## src/hdl/tcsa_pkg.sv

```systemverilog
// Shared types, constants and codes for the two-region slot allocator.
package tcsa_pkg;

  localparam int SLOT_COUNT   = 128;
  localparam int REGION_SPLIT = 64;

  // Fixed field widths of the request and result.
  localparam int START_W = 7;
  localparam int CNT_W   = 8;

  localparam int SLOT_W   = $clog2(SLOT_COUNT);
  localparam int IDX_W    = $clog2(SLOT_COUNT + 1);
  localparam int SUM_W    = ((IDX_W > CNT_W) ? IDX_W : CNT_W) + 1;
  localparam int DOWN_TOP = (REGION_SPLIT < SLOT_COUNT) ? REGION_SPLIT : SLOT_COUNT;
  localparam bit UP_EMPTY = (REGION_SPLIT >= SLOT_COUNT);

  typedef enum logic {
    OP_RESERVE = 1'b0,
    OP_FREE    = 1'b1
  } op_t;

  typedef enum logic [1:0] {
    MODE_FIXED      = 2'd0,
    MODE_HIGH_FIRST = 2'd1,
    MODE_LOW_FIRST  = 2'd2,
    MODE_INVALID    = 2'd3
  } mode_t;

  typedef struct packed {
    op_t                operation;
    mode_t              mode;
    logic [START_W-1:0] start_slot;
    logic [CNT_W-1:0]   slot_count;
  } in_req_t;

  typedef struct packed {
    logic               granted;
    logic [START_W-1:0] first_slot;
  } out_res_t;

  typedef enum logic [3:0] {
    DP_NOP,
    DP_CAPTURE,
    DP_SET_FIX,
    DP_SET_DOWN,
    DP_SET_UP,
    DP_INC,
    DP_DEC,
    DP_FOUND_FIX,
    DP_FOUND_DOWN,
    DP_FOUND_UP,
    DP_MARK,
    DP_CLEAR
  } dp_op_t;

  typedef enum logic [1:0] {
    RES_NONE,
    RES_OK,
    RES_FAIL,
    RES_FREE
  } res_t;

  typedef struct packed {
    dp_op_t op;
    res_t   res;
  } dp_cmd_t;

  typedef struct packed {
    op_t   op;
    mode_t mode;
    logic  cnt_zero;
    logic  fix_over;
    logic  cur_used;
    logic  run_hit;
    logic  left_one;
    logic  at_bottom;
    logic  at_top;
  } dp_stat_t;

endpackage

```

## src/hdl/tcsa_dp.sv

```systemverilog
// Datapath: slot bitmap, scan index, run and count registers, result register.
module tcsa_dp import tcsa_pkg::*; (
  input  logic     clk,
  input  logic     rst_n,
  input  dp_cmd_t  cmd,
  input  in_req_t  in_data,
  output dp_stat_t stat,
  output out_res_t res_data
);

  logic                  map_mem [SLOT_COUNT];
  logic                  rd_bit_r;
  in_req_t               req_r, req_nxt;
  logic [IDX_W-1:0]      idx_r, idx_nxt;
  logic [CNT_W-1:0]      left_r, left_nxt;
  logic [CNT_W-1:0]      run_r, run_nxt;
  logic [IDX_W-1:0]      got_r, got_nxt;
  out_res_t              res_r, res_nxt;
  logic                  map_we;
  logic                  map_wbit;
  logic                  cur_used;
  logic [CNT_W-1:0]      run_step;
  logic [SUM_W-1:0]      up_start;
  logic [SUM_W-1:0]      fix_end;

  // rd_bit_r always holds the bit at idx_r: it is read at idx_nxt, and a write
  // always moves the index on, so read and write never hit the same slot.
  assign cur_used = rd_bit_r;
  assign run_step = cur_used ? '0 : run_r + CNT_W'(1);
  assign up_start = SUM_W'(idx_r) + SUM_W'(1) - SUM_W'(req_r.slot_count);
  assign fix_end  = SUM_W'(req_r.start_slot) + SUM_W'(req_r.slot_count);

  always_comb begin
    stat.op        = req_r.operation;
    stat.mode      = req_r.mode;
    stat.cnt_zero  = (req_r.slot_count == '0);
    stat.fix_over  = (fix_end > SUM_W'(SLOT_COUNT));
    stat.cur_used  = cur_used;
    stat.run_hit   = !cur_used && (SUM_W'(run_r) + SUM_W'(1) >= SUM_W'(req_r.slot_count));
    stat.left_one  = (left_r == CNT_W'(1));
    stat.at_bottom = (idx_r == '0);
    stat.at_top    = (idx_r == IDX_W'(SLOT_COUNT - 1));
  end

  always_comb begin
    req_nxt  = req_r;
    idx_nxt  = idx_r;
    left_nxt = left_r;
    run_nxt  = run_r;
    got_nxt  = got_r;
    map_we   = 1'b0;
    map_wbit = 1'b0;
    case (cmd.op)
      DP_CAPTURE: req_nxt = in_data;
      DP_SET_FIX: begin
        idx_nxt  = IDX_W'(req_r.start_slot);
        left_nxt = req_r.slot_count;
        run_nxt  = '0;
      end
      DP_SET_DOWN: begin
        idx_nxt = IDX_W'(DOWN_TOP - 1);
        run_nxt = '0;
      end
      DP_SET_UP: begin
        idx_nxt = IDX_W'(REGION_SPLIT);
        run_nxt = '0;
      end
      DP_INC: begin
        idx_nxt  = idx_r + IDX_W'(1);
        left_nxt = left_r - CNT_W'(1);
        run_nxt  = run_step;
      end
      DP_DEC: begin
        idx_nxt = idx_r - IDX_W'(1);
        run_nxt = run_step;
      end
      DP_FOUND_FIX: begin
        got_nxt  = IDX_W'(req_r.start_slot);
        idx_nxt  = IDX_W'(req_r.start_slot);
        left_nxt = req_r.slot_count;
      end
      DP_FOUND_DOWN: begin
        got_nxt  = idx_r;
        left_nxt = req_r.slot_count;
      end
      DP_FOUND_UP: begin
        got_nxt  = up_start[IDX_W-1:0];
        idx_nxt  = up_start[IDX_W-1:0];
        left_nxt = req_r.slot_count;
      end
      DP_MARK: begin
        map_we   = 1'b1;
        map_wbit = 1'b1;
        idx_nxt  = idx_r + IDX_W'(1);
        left_nxt = left_r - CNT_W'(1);
      end
      DP_CLEAR: begin
        map_we   = 1'b1;
        map_wbit = 1'b0;
        idx_nxt  = idx_r + IDX_W'(1);
        left_nxt = left_r - CNT_W'(1);
      end
      default: ;
    endcase
  end

  always_comb begin
    res_nxt = res_r;
    case (cmd.res)
      RES_OK: begin
        res_nxt.granted    = 1'b1;
        res_nxt.first_slot = got_r[START_W-1:0];
      end
      RES_FAIL: begin
        res_nxt.granted    = 1'b0;
        res_nxt.first_slot = '0;
      end
      RES_FREE: begin
        res_nxt.granted    = 1'b1;
        res_nxt.first_slot = req_r.start_slot;
      end
      default: ;
    endcase
  end

  always_ff @(posedge clk) begin
    if (map_we) begin
      map_mem[idx_r[SLOT_W-1:0]] <= map_wbit;
    end
    rd_bit_r <= map_mem[idx_nxt[SLOT_W-1:0]];
  end

  // start the clearing pass at slot 0
  always_ff @(posedge clk) begin
    if (!rst_n) begin
      idx_r <= '0;
    end else begin
      idx_r <= idx_nxt;
    end
  end

  always_ff @(posedge clk) begin
    req_r  <= req_nxt;
    left_r <= left_nxt;
    run_r  <= run_nxt;
    got_r  <= got_nxt;
    res_r  <= res_nxt;
  end

  assign res_data = res_r;

endmodule

```

## src/hdl/tcsa_ctrl.sv

```systemverilog
// Controller: sequences capture, scans, fallback, marking and clearing.
module tcsa_ctrl import tcsa_pkg::*; (
  input  logic     clk,
  input  logic     rst_n,
  input  logic     in_valid,
  output logic     in_ready,
  output logic     out_valid,
  input  logic     out_ready,
  input  dp_stat_t stat,
  output dp_cmd_t  cmd
);

  typedef enum logic [2:0] {
    S_INIT,
    S_IDLE,
    S_DECIDE,
    S_FIX,
    S_DOWN,
    S_UP,
    S_MARK,
    S_CLEAR
  } state_t;

  state_t state_r, state_nxt;
  logic   fb_r, fb_nxt;
  logic   out_valid_r, out_valid_nxt;
  logic   out_busy;

  assign out_busy  = out_valid_r && !out_ready;
  assign in_ready  = (state_r == S_IDLE);
  assign out_valid = out_valid_r;

  always_comb begin
    state_nxt = state_r;
    fb_nxt    = fb_r;
    cmd.op    = DP_NOP;
    cmd.res   = RES_NONE;
    case (state_r)
      S_INIT: begin
        // clear one slot per cycle until the last one
        cmd.op = DP_CLEAR;
        if (stat.at_top) begin
          state_nxt = S_IDLE;
        end
      end
      S_IDLE: begin
        if (in_valid) begin
          cmd.op    = DP_CAPTURE;
          state_nxt = S_DECIDE;
        end
      end
      S_DECIDE: begin
        // hold until the previous result has been taken
        if (!out_busy) begin
          if (stat.op == OP_FREE) begin
            if (stat.cnt_zero) begin
              cmd.res   = RES_FREE;
              state_nxt = S_IDLE;
            end else begin
              cmd.op    = DP_SET_FIX;
              state_nxt = S_CLEAR;
            end
          end else begin
            case (stat.mode)
              MODE_FIXED: begin
                if (stat.cnt_zero || stat.fix_over) begin
                  cmd.res   = RES_FAIL;
                  state_nxt = S_IDLE;
                end else begin
                  cmd.op    = DP_SET_FIX;
                  state_nxt = S_FIX;
                end
              end
              MODE_HIGH_FIRST: begin
                if (stat.cnt_zero) begin
                  cmd.res   = RES_FAIL;
                  state_nxt = S_IDLE;
                end else begin
                  cmd.op    = DP_SET_DOWN;
                  fb_nxt    = 1'b0;
                  state_nxt = S_DOWN;
                end
              end
              MODE_LOW_FIRST: begin
                if (stat.cnt_zero) begin
                  cmd.res   = RES_FAIL;
                  state_nxt = S_IDLE;
                end else if (UP_EMPTY) begin
                  cmd.op    = DP_SET_DOWN;
                  fb_nxt    = 1'b1;
                  state_nxt = S_DOWN;
                end else begin
                  cmd.op    = DP_SET_UP;
                  fb_nxt    = 1'b0;
                  state_nxt = S_UP;
                end
              end
              default: begin
                cmd.res   = RES_FAIL;
                state_nxt = S_IDLE;
              end
            endcase
          end
        end
      end
      S_FIX: begin
        if (stat.cur_used) begin
          cmd.res   = RES_FAIL;
          state_nxt = S_IDLE;
        end else if (stat.left_one) begin
          cmd.op    = DP_FOUND_FIX;
          state_nxt = S_MARK;
        end else begin
          cmd.op = DP_INC;
        end
      end
      S_DOWN: begin
        if (stat.run_hit) begin
          cmd.op    = DP_FOUND_DOWN;
          state_nxt = S_MARK;
        end else if (stat.at_bottom) begin
          // fall back to the high region once
          if (!fb_r && !UP_EMPTY) begin
            cmd.op    = DP_SET_UP;
            fb_nxt    = 1'b1;
            state_nxt = S_UP;
          end else begin
            cmd.res   = RES_FAIL;
            state_nxt = S_IDLE;
          end
        end else begin
          cmd.op = DP_DEC;
        end
      end
      S_UP: begin
        if (stat.run_hit) begin
          cmd.op    = DP_FOUND_UP;
          state_nxt = S_MARK;
        end else if (stat.at_top) begin
          if (!fb_r) begin
            cmd.op    = DP_SET_DOWN;
            fb_nxt    = 1'b1;
            state_nxt = S_DOWN;
          end else begin
            cmd.res   = RES_FAIL;
            state_nxt = S_IDLE;
          end
        end else begin
          cmd.op = DP_INC;
        end
      end
      S_MARK: begin
        cmd.op = DP_MARK;
        if (stat.left_one) begin
          cmd.res   = RES_OK;
          state_nxt = S_IDLE;
        end
      end
      S_CLEAR: begin
        cmd.op = DP_CLEAR;
        // stop at the last slot even if count remains
        if (stat.left_one || stat.at_top) begin
          cmd.res   = RES_FREE;
          state_nxt = S_IDLE;
        end
      end
      default: state_nxt = S_IDLE;
    endcase
  end

  always_comb begin
    if (cmd.res != RES_NONE) begin
      out_valid_nxt = 1'b1;
    end else if (out_ready) begin
      out_valid_nxt = 1'b0;
    end else begin
      out_valid_nxt = out_valid_r;
    end
  end

  always_ff @(posedge clk) begin
    if (!rst_n) begin
      state_r     <= S_INIT;
      fb_r        <= 1'b0;
      out_valid_r <= 1'b0;
    end else begin
      state_r     <= state_nxt;
      fb_r        <= fb_nxt;
      out_valid_r <= out_valid_nxt;
    end
  end

endmodule

```

## src/hdl/two_region_contiguous_slot_allocator_top.sv

```systemverilog
// Top level of the two-region contiguous slot allocator.
//
//   channel   direction  handshake              payload
//   request   in         in_valid / in_ready    in_data   (in_req_t)
//   result    out        out_valid / out_ready  out_data  (out_res_t)
//
// One request at a time: accept, decode, then one bitmap slot per cycle.
// A search visits up to 128 slots over both regions; a grant then marks
// slot_count slots and a free clears up to slot_count slots of the bitmap.
// After reset a clearing pass frees one slot per cycle; in_ready stays low
// until all 128 slots are clear. A new request is taken while a result
// waits; its decode stalls until that result is taken.
module two_region_contiguous_slot_allocator_top import tcsa_pkg::*; (
  input  logic     clk,
  input  logic     rst_n,
  input  logic     in_valid,
  output logic     in_ready,
  input  in_req_t  in_data,
  output logic     out_valid,
  input  logic     out_ready,
  output out_res_t out_data
);

  dp_cmd_t  cmd;
  dp_stat_t stat;

  tcsa_ctrl u_ctrl (
    .clk       (clk),
    .rst_n     (rst_n),
    .in_valid  (in_valid),
    .in_ready  (in_ready),
    .out_valid (out_valid),
    .out_ready (out_ready),
    .stat      (stat),
    .cmd       (cmd)
  );

  tcsa_dp u_dp (
    .clk      (clk),
    .rst_n    (rst_n),
    .cmd      (cmd),
    .in_data  (in_data),
    .stat     (stat),
    .res_data (out_data)
  );

endmodule
```

## config.mk

```make
export PLATFORM = sky130hd
export DESIGN_NAME = two_region_contiguous_slot_allocator_top
export DESIGN_NICKNAME = d
export VERILOG_FILES = /design/src/hdl/tcsa_pkg.sv /design/src/hdl/tcsa_dp.sv /design/src/hdl/tcsa_ctrl.sv /design/src/hdl/two_region_contiguous_slot_allocator_top.sv
export SDC_FILE = /design/constraint.sdc
export NUM_CORES = 1
export LEC_CHECK = 0
export BUFFER_PORTS_ARGS = -buffer_cell sky130_fd_sc_hd__buf_4
export CAP_MARGIN = 5
export CORE_UTILIZATION = 55
export CTS_CLUSTER_SIZE = 20
export DETAILED_ROUTE_END_ITERATION = 8
export PLACE_DENSITY = 0.76
export SLEW_MARGIN = 20
export SYNTH_ARGS = -nofsm -noshare
export SYNTH_HDL_FRONTEND = slang
export SYNTH_HIERARCHICAL = 1
export SYNTH_SLANG_ARGS = --single-unit
```

## constraint.sdc

```tcl
create_clock -name clk -period 23 [get_ports clk]
set_input_delay 2.3 -clock clk [delete_from_list [all_inputs] [get_ports clk]]
set_output_delay 2.3 -clock clk [all_outputs]
set_load 0.03 [all_outputs]
```

==> impl_metrics.env <==
export IMPL_status="complete, no violations"
export IMPL_worst_pin_slew_ps=1120
export IMPL_cp_required_ps=23330
export IMPL_drc=0
export IMPL_worst_path_buf_inv=1
export IMPL_clock_path_buffers=2
export IMPL_maxSlewViolCount=0
export IMPL_drive_gt1_share_pct=11.9
export IMPL_insertedDiodeCount=0
export IMPL_swShare_pct=43.7
export IMPL_wl_um=25000
export IMPL_hold_path_class="reg -> reg"
export IMPL_maxSlewHeadroom_pct=25.5
export IMPL_async_reset_ff_share_pct=0
export IMPL_internal_power_w=0.000941
export IMPL_final_setup_tns_ps=0
export IMPL_place_congestion=0.903
export IMPL_core_area_um2=19400
export IMPL_critPathCaptureType="flop"
export IMPL_post_cts_setup_buffers=0
export IMPL_cts_tree="done"
export IMPL_synth_cells=1034
export IMPL_vias_per_cell=6.17
export IMPL_grt_pass1_vias=7455
export IMPL_port_buffers=31
export IMPL_finalNonFillerCells=1300
export IMPL_syn2layout_area_growth_pct=9.07
export IMPL_total_power_w=0.00167
export IMPL_crit_family="simple AND/OR/NAND/NOR gates"
export IMPL_cts_hold_buf=0
export IMPL_r2r_cells=29
export IMPL_powerDensity_nw_per_um2=141
export IMPL_dieArea_um2=20300
export IMPL_critPathMaxStageDelay_ps=710
export IMPL_leakage_nw=4.16
export IMPL_fin_nets=1085
export IMPL_avgSynthCellArea_um2=10.5
export IMPL_slowest_stage="and2_1"
export IMPL_p_comb_share_pct=52.8
export IMPL_synth_edf_count=177
export IMPL_cp_start_kind="flop"
export IMPL_cp_max_fo=28
export IMPL_r2r_start="u_dp/run_r[0]"
export IMPL_post_synth_num_cell_types=87
export IMPL_layout_commonest_cell="edfxtp_1"
export IMPL_ys_flop_type="edfxtp_1"
export IMPL_netlist_area_um2=10900
export IMPL_crit_type="reg -> reg"
export IMPL_clock_latency_ps=440
export IMPL_synth_net_count=1097
export IMPL_hold_path_depth=2
export IMPL_skew_ps=13.8
export IMPL_dpl_cell_area_um2=11200
export IMPL_regToRegEndpoint="u_dp/cur_used"
export IMPL_grt_pass1_wl_um=39800
export IMPL_holdWs_ps=574
export IMPL_root_buffer="clkbuf_16"
export IMPL_die_h_um=142
export IMPL_ir_drop_mv=0.119
export IMPL_dp_hpwl_um=15900
export IMPL_grt_util_all_layers_pct=25.8
export IMPL_yosys_warnings=6
export IMPL_finalHoldViolCount=0
export IMPL_cts_buffers=17
export IMPL_cts_resized=0
export IMPL_synth_seq_area_share_pct=51.6
export IMPL_overflow=0
export IMPL_drt_iter0_markers=724
export IMPL_fmax_mhz=127
export IMPL_p_clk_share_pct=17.9
export IMPL_arrival_ps=8200
export IMPL_routedWlPerCell_um=19.3
export IMPL_dp_cells=1266
export IMPL_synth_ff_latch_count=191
export IMPL_seqPwrFrac_pct=29.3
export IMPL_firstDrtPassIters=7
export IMPL_r2r_setup_slack_ps=15130
export IMPL_layout_min_cycle_time_ps=7870
export IMPL_io_pin_count=32
export IMPL_antenna_found_initial=0
export IMPL_rows=51
export IMPL_hp_start="u_dp/got_r[5]"
export IMPL_start_util_pct=55.9
export IMPL_fillers=1591
export IMPL_setup_viol=0
export IMPL_clk_pin_slew_worst_paths_ps=70
export IMPL_p_sw_w=0.000730
export IMPL_ctsHtreeMaxLevel=4
export IMPL_drv_cap=0
export IMPL_finalInstanceArea_um2=11800
export IMPL_cts_sinks=191
export IMPL_chipWidth_um=142
export IMPL_finalCritPeriodShare_pct=34.2
export IMPL_vias=8024
export IMPL_worstHoldEndpoint="u_dp/res_data[5]"
export IMPL_grt_max_degree=129
export IMPL_ant_nets=0
export IMPL_mostFrequentLayoutCells="177 x edfxtp_1, 171 x nor2_1, 66 x nand2_1"
export IMPL_rsz0062_at_grt="false"
-- tightest hold or removal path: cells and delay by family (launching register included) --
family,cells,cell delay (ps)
AO/OA/AOI/OAI,1,120
buffers and inverters,1,30
flip-flops,1,320
-- flip-flops by register name, indices dropped and copies added (netlist names) --
signal / count
u_dp/req_r: 15
u_dp/idx_r: 8
u_dp/left_r: 8
u_dp/cur_used: 1
u_dp/stat: 3
u_ctrl/fb_r: 1
u_dp/run_r: 8
u_dp/map_mem: 128
u_dp/got_r: 7
u_ctrl/state_r: 3
u_ctrl/out_valid: 1
u_dp/res_data: 8
-- Yosys cell counts (all sizes together) (9+ instances only) --
cell type,number,area (um^2)
inv,44,165
nand2,67,254
edfxtp,177,5320
nor2b,28,175
a31oi,9,56.3
ha,39,488
a211oi,13,97.6
mux2i,33,330
nand3,32,165
nand2b,16,100
a21oi,56,284
buf,36,214
xnor2,12,105
nor3b,9,87.6
nor2,172,648
o21bai,9,67.6
o21ai,43,215
nor3,16,80.1
clkbuf,36,135
dfxtp,14,280
-- worst max-delay path by stage --
stage	startpoint	to	slack, ps	depth (start not counted)
2_1_floorplan	out_ready	u_dp/map_mem[0]	13460	9
3_3_place_gp	u_dp/run_r[0]	u_dp/cur_used	15480	29
3_5_place_dp	u_dp/run_r[0]	u_dp/cur_used	15290	29
4_1_cts	u_dp/run_r[0]	u_dp/cur_used	15210	29
5_1_grt	u_dp/run_r[0]	u_dp/cur_used	14590	29
6_report	u_dp/run_r[0]	u_dp/cur_used	15130	29
-- routing by layer --
metal	share of wire (%)	vias up	global-route usage [%]	wire length, um
met5	0	-	0	0
met4	1.7	0	8.55	425
met3	6.8	31	4.98	1700
met2	48	322	41.2	11900
met1	44	3916	35.3	11000
li1	-	3755	-	-
-- power by group through the flow --
stage	Combinational (W)	Clock, W	Sequential [W]
3_5_place_dp	0.000862	0	0.000498
5_1_grt	0.000965	0.000314	0.000494
4_1_cts	0.000868	0.000302	0.000490
2_1_floorplan	0.000678	0	0.000478
3_3_place_gp	0.000841	0	0.000497
6_report	0.000883	0.000299	0.000490
-- area by class of cell --
cell class | count | area, um^2 | area share (%)
flip-flops and latches | 191 | 5600 | 47.3
multi-input cells | 727 | 4810 | 40.6
clock buffers | 17 | 425 | 3.59
repair buffers | 41 | 335 | 2.83
well taps | 265 | 332 | 2.80
clock inverters | 15 | 175 | 1.48
inverters | 44 | 165 | 1.40
-- cells by family after synthesis --
kind of cell,after synthesis,share of synthesized area (%)
AOI/OAI and AO/OA,218,13.6
muxes,48,5.33
xor gates and xnor gates,20,1.61
DFF,191,51.6
buffers and inverters,116,4.74
and+or+nand+nor,400,18.3
adders and majority gates,41,4.87
-- stage by stage --
stage               setup WS (ps)  util [%]
global route                14590      61.0
CTS                         15210      60.8
global placement            15480      57.7
finish                      15130      61.0
detailed placement          15290      57.7
floorplan                   13460         -
No activity file was read; power rests on OpenSTA's default activity.
